### src/rtl/sha256_pkg.sv
`timescale 1ns / 1ps
// ----------------------------------------------------------------------------
// SHA-256 package
// Round constants, initial hash values and round helper functions.
// ----------------------------------------------------------------------------
package sha256_pkg;

  localparam int WordW = 32;
  localparam int NumRounds = 64;
  localparam int NumWords = 8;
  localparam logic [7:0] PadByte = 8'h80;

  typedef logic [31:0] word_t;

  localparam word_t RoundK [64] = '{
    32'h428a2f98, 32'h71374491, 32'hb5c0fbcf, 32'he9b5dba5, 32'h3956c25b, 32'h59f111f1,
    32'h923f82a4, 32'hab1c5ed5, 32'hd807aa98, 32'h12835b01, 32'h243185be, 32'h550c7dc3,
    32'h72be5d74, 32'h80deb1fe, 32'h9bdc06a7, 32'hc19bf174, 32'he49b69c1, 32'hefbe4786,
    32'h0fc19dc6, 32'h240ca1cc, 32'h2de92c6f, 32'h4a7484aa, 32'h5cb0a9dc, 32'h76f988da,
    32'h983e5152, 32'ha831c66d, 32'hb00327c8, 32'hbf597fc7, 32'hc6e00bf3, 32'hd5a79147,
    32'h06ca6351, 32'h14292967, 32'h27b70a85, 32'h2e1b2138, 32'h4d2c6dfc, 32'h53380d13,
    32'h650a7354, 32'h766a0abb, 32'h81c2c92e, 32'h92722c85, 32'ha2bfe8a1, 32'ha81a664b,
    32'hc24b8b70, 32'hc76c51a3, 32'hd192e819, 32'hd6990624, 32'hf40e3585, 32'h106aa070,
    32'h19a4c116, 32'h1e376c08, 32'h2748774c, 32'h34b0bcb5, 32'h391c0cb3, 32'h4ed8aa4a,
    32'h5b9cca4f, 32'h682e6ff3, 32'h748f82ee, 32'h78a5636f, 32'h84c87814, 32'h8cc70208,
    32'h90befffa, 32'ha4506ceb, 32'hbef9a3f7, 32'hc67178f2
  };

  localparam word_t InitH [8] = '{
    32'h6a09e667, 32'hbb67ae85, 32'h3c6ef372, 32'ha54ff53a,
    32'h510e527f, 32'h9b05688c, 32'h1f83d9ab, 32'h5be0cd19
  };

  // datapath commands
  typedef enum logic [2:0] {
    CMD_NONE,
    CMD_WRITE,
    CMD_LOAD,
    CMD_ROUND,
    CMD_FOLD,
    CMD_RESTART
  } cmd_op_t;

  typedef struct packed {
    cmd_op_t     op;
    logic [5:0]  pos;
    logic [7:0]  wr_byte;
    logic [5:0]  round;
    logic        clr_len;
    logic        inc_len;
  } dp_cmd_t;

  typedef struct packed {
    logic [5:0]  pos;
  } dp_status_t;

  function automatic word_t rotr(input word_t x, input int n);
    rotr = (x >> n) | (x << (32 - n));
  endfunction

  function automatic word_t bsig0(input word_t x);
    bsig0 = rotr(x, 2) ^ rotr(x, 13) ^ rotr(x, 22);
  endfunction

  function automatic word_t bsig1(input word_t x);
    bsig1 = rotr(x, 6) ^ rotr(x, 11) ^ rotr(x, 25);
  endfunction

  function automatic word_t ssig0(input word_t x);
    ssig0 = rotr(x, 7) ^ rotr(x, 18) ^ (x >> 3);
  endfunction

  function automatic word_t ssig1(input word_t x);
    ssig1 = rotr(x, 17) ^ rotr(x, 19) ^ (x >> 10);
  endfunction

endpackage

### src/rtl/sha256_dp.sv
`timescale 1ns / 1ps
// ----------------------------------------------------------------------------
// SHA-256 datapath
// Block buffer, length counter, schedule window, round registers, chain value.
// ----------------------------------------------------------------------------
module sha256_dp (
  input  logic                  clk,
  input  logic                  rst,
  input  sha256_pkg::dp_cmd_t   cmd,
  output sha256_pkg::dp_status_t status,
  output sha256_pkg::word_t     chain_out [8],
  output logic [63:0]           bit_len
);

  sha256_pkg::word_t  buffer [16];
  logic [63:0]        msg_len;
  sha256_pkg::word_t  chain [8];
  sha256_pkg::word_t  wv [8];
  sha256_pkg::word_t  sched [16];
  sha256_pkg::word_t  w_cur;
  sha256_pkg::word_t  w_new;
  sha256_pkg::word_t  t1;
  sha256_pkg::word_t  t2;

  assign status.pos = msg_len[5:0];
  assign bit_len = {msg_len[60:0], 3'b000};
  assign chain_out = chain;

  always_comb begin
    w_new = sched[0] + sha256_pkg::ssig0(sched[1]) + sched[9] + sha256_pkg::ssig1(sched[14]);
    w_cur = (cmd.round < 6'd16) ? sched[0] : w_new;
    t1 = wv[7] + sha256_pkg::bsig1(wv[4]) + ((wv[4] & wv[5]) ^ (~wv[4] & wv[6]))
       + sha256_pkg::RoundK[cmd.round] + w_cur;
    t2 = sha256_pkg::bsig0(wv[0]) + ((wv[0] & wv[1]) ^ (wv[0] & wv[2]) ^ (wv[1] & wv[2]));
  end

  always_ff @(posedge clk) begin
    if (cmd.op == sha256_pkg::CMD_WRITE) begin
      buffer[cmd.pos[5:2]][{~cmd.pos[1:0], 3'b000} +: 8] <= cmd.wr_byte;
    end
    if (cmd.op == sha256_pkg::CMD_LOAD) begin
      sched <= buffer;
      wv <= chain;
    end
    if (cmd.op == sha256_pkg::CMD_ROUND) begin
      for (int i = 0; i < 15; i++) begin
        sched[i] <= sched[i+1];
      end
      sched[15] <= w_cur;
      for (int i = 1; i < 8; i++) begin
        if (i != 4) begin
          wv[i] <= wv[i-1];
        end
      end
      wv[4] <= wv[3] + t1;
      wv[0] <= t1 + t2;
    end
  end

  always_ff @(posedge clk) begin
    if (rst) begin
      msg_len <= '0;
      chain <= sha256_pkg::InitH;
    end else begin
      if (cmd.inc_len) begin
        msg_len <= msg_len + 64'd1;
      end else if (cmd.clr_len) begin
        msg_len <= '0;
      end
      if (cmd.op == sha256_pkg::CMD_FOLD) begin
        for (int i = 0; i < 8; i++) begin
          chain[i] <= chain[i] + wv[i];
        end
      end else if (cmd.op == sha256_pkg::CMD_RESTART) begin
        chain <= sha256_pkg::InitH;
      end
    end
  end

endmodule

### src/rtl/sha256_ctrl.sv
`timescale 1ns / 1ps
// ----------------------------------------------------------------------------
// SHA-256 controller
// Sequences absorb, padding, compression rounds and digest output.
// ----------------------------------------------------------------------------
module sha256_ctrl (
  input  logic                   clk,
  input  logic                   rst,
  input  logic                   in_valid,
  output logic                   in_stall,
  input  logic                   func,
  input  logic [7:0]             data_byte,
  output logic                   out_valid,
  input  logic                   out_stall,
  output logic [2:0]             word_index,
  output logic                   last_word,
  output sha256_pkg::dp_cmd_t    cmd,
  input  sha256_pkg::dp_status_t status,
  input  logic [63:0]            bit_len
);

  typedef enum logic [2:0] {
    S_IDLE,
    S_PAD,
    S_LOAD,
    S_ROUND,
    S_FOLD,
    S_EMIT
  } state_t;

  state_t     state;
  logic [5:0] wpos;
  logic [5:0] round;
  logic       finishing;
  logic       extra;
  logic [2:0] idx;
  logic       accept;

  assign accept = in_valid && !in_stall;
  assign in_stall = (state != S_IDLE);
  assign out_valid = (state == S_EMIT);
  assign word_index = idx;
  assign last_word = (idx == 3'd7);

  always_comb begin
    cmd = '0;
    cmd.op = sha256_pkg::CMD_NONE;
    cmd.round = round;
    cmd.pos = wpos;
    case (state)
      S_IDLE: begin
        if (accept && !func) begin
          cmd.op = sha256_pkg::CMD_WRITE;
          cmd.pos = status.pos;
          cmd.wr_byte = data_byte;
          cmd.inc_len = 1'b1;
        end else if (accept) begin
          cmd.op = sha256_pkg::CMD_WRITE;
          cmd.pos = status.pos;
          cmd.wr_byte = sha256_pkg::PadByte;
        end
      end
      S_PAD: begin
        cmd.op = sha256_pkg::CMD_WRITE;
        if (!extra && wpos >= 6'd56) begin
          cmd.wr_byte = bit_len[8*(63 - wpos) +: 8];
        end else begin
          cmd.wr_byte = 8'h00;
        end
      end
      S_LOAD:  cmd.op = sha256_pkg::CMD_LOAD;
      S_ROUND: cmd.op = sha256_pkg::CMD_ROUND;
      S_FOLD:  cmd.op = sha256_pkg::CMD_FOLD;
      S_EMIT: begin
        if (!out_stall && idx == 3'd7) begin
          cmd.op = sha256_pkg::CMD_RESTART;
          cmd.clr_len = 1'b1;
        end
      end
      default: cmd.op = sha256_pkg::CMD_NONE;
    endcase
  end

  always_ff @(posedge clk) begin
    if (rst) begin
      state <= S_IDLE;
      wpos <= '0;
      round <= '0;
      finishing <= 1'b0;
      extra <= 1'b0;
      idx <= '0;
    end else begin
      case (state)
        S_IDLE: begin
          if (accept && !func) begin
            finishing <= 1'b0;
            if (status.pos == 6'd63) begin
              state <= S_LOAD;
            end
          end else if (accept) begin
            finishing <= 1'b1;
            extra <= (status.pos >= 6'd56);
            if (status.pos == 6'd63) begin
              state <= S_LOAD;
            end else begin
              wpos <= status.pos + 6'd1;
              state <= S_PAD;
            end
          end
        end
        S_PAD: begin
          wpos <= wpos + 6'd1;
          if (wpos == 6'd63) begin
            state <= S_LOAD;
          end
        end
        S_LOAD: begin
          round <= '0;
          state <= S_ROUND;
        end
        S_ROUND: begin
          round <= round + 6'd1;
          if (round == 6'd63) begin
            state <= S_FOLD;
          end
        end
        S_FOLD: begin
          if (!finishing) begin
            state <= S_IDLE;
          end else if (extra) begin
            extra <= 1'b0;
            wpos <= '0;
            state <= S_PAD;
          end else begin
            idx <= '0;
            state <= S_EMIT;
          end
        end
        S_EMIT: begin
          if (!out_stall) begin
            idx <= idx + 3'd1;
            if (idx == 3'd7) begin
              finishing <= 1'b0;
              state <= S_IDLE;
            end
          end
        end
        default: state <= S_IDLE;
      endcase
    end
  end

endmodule

### src/rtl/sha256_stream_hash_top.sv
`timescale 1ns / 1ps
// ----------------------------------------------------------------------------
// SHA-256 stream hash top level
// Byte-wide SHA-256 with digest output as eight 32-bit words.
// ----------------------------------------------------------------------------
// Input channel: in_valid/in_stall with func and data_byte. func 0 absorbs
// one byte, func 1 pads the message and starts digest output.
// Output channel: out_valid/out_stall with digest_word, word_index and
// last_word; eight items per finish, word 0 first, last_word on word 7.
// A data byte is taken while idle; the 64th byte of a block starts a
// compression (load, 64 rounds on the single round unit, fold) during
// which input stalls. A finish writes the padding, compresses one block,
// or two when the length does not fit, then sends the eight digest words.
// in_stall is high whenever a block is compressing, padding or the digest
// is being sent. A stall on the output holds the current word.
// Reset loads the initial hash values and clears the length; no clearing
// pass is needed.
// ----------------------------------------------------------------------------
module sha256_stream_hash_top (
  input  logic        clk,
  input  logic        rst,
  input  logic        in_valid,
  output logic        in_stall,
  input  logic        func,
  input  logic [7:0]  data_byte,
  output logic        out_valid,
  input  logic        out_stall,
  output logic [31:0] digest_word,
  output logic [2:0]  word_index,
  output logic        last_word
);

  sha256_pkg::dp_cmd_t    cmd;
  sha256_pkg::dp_status_t status;
  sha256_pkg::word_t      chain [8];
  logic [63:0]            bit_len;

  sha256_ctrl u_ctrl (
    .clk, .rst, .in_valid, .in_stall, .func, .data_byte,
    .out_valid, .out_stall, .word_index, .last_word,
    .cmd, .status, .bit_len
  );

  sha256_dp u_dp (
    .clk, .rst, .cmd, .status, .chain_out(chain), .bit_len
  );

  assign digest_word = chain[word_index];

endmodule

### config.mk
export PLATFORM = sky130hd
export DESIGN_NAME = sha256_stream_hash_top
export DESIGN_NICKNAME = d
export VERILOG_FILES = /design/src/rtl/sha256_pkg.sv /design/src/rtl/sha256_dp.sv /design/src/rtl/sha256_ctrl.sv /design/src/rtl/sha256_stream_hash_top.sv
export SDC_FILE = /design/constraint.sdc
export NUM_CORES = 2
export LEC_CHECK = 0
export BUFFER_PORTS_ARGS = -buffer_cell sky130_fd_sc_hd__buf_4
export CORE_AREA = 10 10 490 492
export CTS_CLUSTER_DIAMETER = 60
export DETAILED_ROUTE_END_ITERATION = 8
export DIE_AREA = 0 0 500 502
export PLACE_DENSITY = 0.6
export SYNTH_ARGS = -nofsm -noshare
export SYNTH_HDL_FRONTEND = slang
export SYNTH_HIERARCHICAL = 1
export SYNTH_SLANG_ARGS = --single-unit
### constraint.sdc
create_clock -name clk -period 126.1 [get_ports clk]
set_clock_uncertainty 0.2 [all_clocks]
set_input_delay 12.61 -clock clk [delete_from_list [all_inputs] [get_ports clk]]
set_output_delay 12.61 -clock clk [all_outputs]
set_load 0.03 [all_outputs]
# Word-level counts from Yosys, hierarchy flattened
# Memories as Yosys holds them, arrays and structs flattened.
# Cells that the tools add are included.
dict set report totals {
  wordCells 231
  inputBits 13
  out_inout_bits 38
  romBits 2048
  ff_bits 1620
  mem_count 1
}
# name depth width rd rd_ports_with_merged_regs write_ports line
set memory_table {}
lappend memory_table {{(name not given)} 64 32 1 0 0 sha256_dp.sv:33} ;# + sha256_pkg::RoundK[cmd.round] + w_cur;
dict set report classes {
  n_addsub 25
  shifts 3
  mux 59
  n_eq_ne 26
  n_bitwise 31
  n_reduce_logical 24
  magnitude_cmp 7
}
# cell n
set ops {}
lappend ops {{two-way mux 256 bit} 4}
lappend ops {{two-way mux 512 bit} 2}
lappend ops {{adder 32 bit} 18}
lappend ops {{bitwise mux 512 bit} 1}
lappend ops {{XOR 32 bit} 9}
lappend ops {{two-way mux 32 bit} 6}
lappend ops {{bitwise AND 32 bit} 5}
lappend ops {{demux 32 bit (select 4 bit)} 1}
lappend ops {{two-way mux 64 bit} 2}
lappend ops {{binary-select mux 32 bit (select 3 bit)} 1}
lappend ops {{adder 64 x 1 -> 64 bit (second input constant)} 1}
lappend ops {{indexed part select 64 x 33 -> 8 bit} 1}
lappend ops {{two-way mux 3 bit} 13}
lappend ops {{two-way mux 6 bit} 6}
lappend ops {{one-hot mux 3 bit (6 select lines)} 2}
lappend ops {{NOT 32 bit} 1}
lappend ops {{OR 10 x 32 -> 32 bit} 1}
lappend ops {{OR 13 x 32 -> 32 bit} 1}
lappend ops {{OR 14 x 32 -> 32 bit} 1}
lappend ops {{OR 15 x 32 -> 32 bit} 1}
lappend ops {{OR 19 x 32 -> 32 bit} 1}
lappend ops {{OR 21 x 32 -> 32 bit} 1}
lappend ops {{OR 25 x 32 -> 32 bit} 1}
lappend ops {{OR 26 x 32 -> 32 bit} 1}
lappend ops {{44 further kinds} 94}

# Longest topological paths before layout
dict set report depth {
  depth_word 12
  mapped_depth 47
  depth_no_buf 46
}

# Hierarchy
# Netlist, hierarchy kept.
# module cells_each area_each_um2 instances seq_area_each_um2
set modules_own_cells {}
lappend modules_own_cells {sha256_dp 8780 87537.7 1 44783.0}
lappend modules_own_cells {sha256_stream_hash_top 114 2073.2 1 0.0}
lappend modules_own_cells {sha256_ctrl 243 2045.7 1 400.4}

# Least setup slack after synthesis
# OpenSTA, ideal clock, no wires.
dict set report synth_timing {
  kind {input-to-reg}
  from {input out_stall}
  to {register u_dp/wv[255] (netlist bit) (data pin)}
  path_buffers 3
  required_ps 125633
  setup_ps 267
  t_arrival_ps 52239
  setup_slack_ps 73394
  path_stages 9
  cell_sequence {nand2b_1 -> a21oi_1 -> nor2b_1 -> nand2_1 -> clkbuf_1 -> clkbuf_1 -> clkbuf_1 -> nand2_1 -> o31ai_2}
}
# element line
set synth_rtl {}
lappend synth_rtl {{start, declared} sha256_stream_hash_top.sv:27} ;# input logic out_stall,
lappend synth_rtl {{end signal, assigned} sha256_dp.sv:43} ;# wv <= chain;
lappend synth_rtl {{end signal, assigned by index} sha256_dp.sv:52} ;# wv[i] <= wv[i-1];
lappend synth_rtl {{end, declared} sha256_dp.sv:18} ;# sha256_pkg::word_t wv [8];

==> reports/metrics.cfg <==
[status]
status=finished with violations
violations=slew limit

[timing]
slew_violations=105
worst_slew_pin_slew_ps=1640
fin_crit_ps=17210
timing.fmax_mhz=58.1
setup_viol=0
hold_viol=0
post-route-period-util_pct=13.6
finalHoldWorstSlack_ps=274
rsz0062_at_grt=no
slew_headroom_pct=-9.36
fin_setup_tns_ps=0

[routing]
wl_um=295000
vias=69500
drt_iter0_markers=8045
wire_per_inst_um=24.2
drt-vias-per-instance=5.71
drc=0
dr.pass1.iters=8
final_antenna_net_count=0

[yosys]
synth_fa_ha_area_share_pct=9.78
ys.flop_type=edfxtp_1
synth.area.mux_share_pct=3.71
synth-seq-cells=1617
synth_area_leader_cell=edfxtp_1
synth_common_cells=nand2_1, edfxtp_1, nor2_1
synth_most_common_cell=nand2_1
synth_compound_area_share_pct=11.7
synthArstFlopShare_pct=0
synthXorXnorAreaFrac_pct=5.53
synth_top_area_share_pct=41.9
synth_top_family_by_area=simple AND/OR/NAND/NOR gates
syn-cell-area_mm2=0.0917
synth.yosys.warnings=6
yosys.area_share.simple_pct=16.5
ys_top_cells_by_area=edfxtp_1, nand2_1, dfxtp_1
netlist_instances=9137
synth-edff-count=1280
syn_avg_cell_area_um2=10.0
synth_seq_area_share_pct=49.3
synthDistinctLibCells=104

[floorplan]
die_y_um=502
io_pins=51
dieArea_mm2=0.251
core_mm2=0.230
die_w_um=500
rows=176
start_util_pct=39.9

[finish]
drive_above_1_share_pct=6.75
area.growth.synth_to_final_pct=10.1
post-route-util_pct=43.9
fill_cells=21500
nets=9610

[cts]
postCtsSetupBuffers=0
clock-root-buffer=clkbuf_16
cts.sinks=1617
tritoncts=built
clockBufferDepth=3
htree_levels=4
worstSkewPairLatency_ps=910
clk_pin_slew_ps=60
cts_resized=0
cts_hold_buffers=0
cts_buffers=180

[placed_design]
gp_congestion=0.955
dp.final_hpwl_um=207000
portBuffers=50

[global_routing]
grt-ovfl-total=0
antenna_found_initial=16
first_global_vias=65800
track_usage_pct=22.7
grt_max_degree=215
grt_first_pass_wirelength_um=434000

[setup_path]
cp-start-kind=input port
path_cells=buf_4 > nand2b_1 > a21oi_1 > nor2b_4 > buf_4 > buf_12 > buf_4 > buf_12 > buf_4
required_ps=126400
path_max_fanout=156
cp_data_arrival_time_ps=17510
max_stage_delay_ps=850
crit_top_cell=buf_4
crit_type=input port to register
cp_slowest_cell=buf_4
end_kind=register

[hold_path]
min_path_type=register to register

[run]
max_cap_violations=0

layout by cell type (no fill, tap or decap), drive strengths merged, types with 98 or more instances in the layout:
| cell | Yosys | layout |
|---|---|---|
| a21o | 208 | 208 |
| a21oi | 454 | 454 |
| buf | 76 | 127 |
| clkbuf | 371 | 226 |
| dfxtp | 337 | 337 |
| edfxtp | 1280 | 1280 |
| fa | 195 | 195 |
| ha | 401 | 401 |
| inv | 359 | 368 |
| nand2 | 2521 | 2521 |
| nand3 | 133 | 133 |
| nor2 | 470 | 470 |
| o21ai | 382 | 382 |
| o22ai | 98 | 98 |
| xnor2 | 368 | 368 |
| xor2 | 208 | 208 |
per-layer routing:
layer	GRT usage (%)	vias up	share of wire (%)	wire [um]
met1	32.0	34200	44	129000
li1	-	31700	-	-
met5	0	-	0.025	73
met3	4.27	576	8.6	25500
met4	9.19	10	4.3	12800
met2	34.3	3090	43	128000
logic make-up (layout without fill, tap and decap cells):
kind of cell / after synthesis / in the layout
fa+ha+maj: 600 / 600
buf+inv: 809 / 822
flops: 1617 / 1617
simple gates: 3640 / 3640
other cells: 1 / 4
xor+xnor: 577 / 577
compound gates: 1685 / 1685
mux: 208 / 208
area by class of cell:
class                      instances  area [um2]  share of cell area [%]
antenna                            1        2.50                 0.00248
tap                             3026        3790                    3.75
multi-input combinational       6713       43400                    43.0
clock inverter                   107        1330                    1.31
inverter                         362        1360                    1.35
sequential                      1617       45200                    44.8
clock buffer                     226        4800                    4.75
timing repair buffer             127        1040                    1.04
stage by stage:
step	area (um2)	std cells	setup slack (ps)
after floorplan	91700	9139	73390
after global routing	101000	12200	108610
final	101000	12200	108890
after global placement	94800	11800	108120
after CTS	101000	12200	109050
after detailed placement	94800	11800	108060
critical path, delay by kind of cell:
kind | cells | cell delay [ps]
buffers and inverters | 6 | 3630
AND/OR/NAND/NOR | 2 | 440
AO/OA/AOI/OAI | 1 | 250
state kept, by name, summed over array words and instances (netlist names):
register and count:
u_dp/chain_out 256, u_ctrl/wpos 6, u_ctrl/round 6, u_dp/sched 512, u_ctrl/extra 1, u_ctrl/word_index 3
u_dp/msg_len 61, u_dp/buffer 512, u_dp/wv 256, u_ctrl/finishing 1, u_ctrl/state 3
path summary, 6_finish.rpt:
| check | startpoint | to | slack [ps] | depth (start not counted) |
|---|---|---|---|---|
| worst max-delay path | out_stall | u_dp/sched[326] | 108890 | 9 |
| worst min register to register | u_dp/sched[331] | u_dp/sched[363] | 270 | 2 |
| worst max register to register | u_dp/sched[50] | u_dp/wv[255] | 112770 | 37 |
| worst min-delay path | u_dp/sched[331] | u_dp/sched[363] | 270 | 2 |
Power is left out: the tool's default activity adds up to more than one toggle a clock period on the data nets, which glitch-free logic cannot reach.
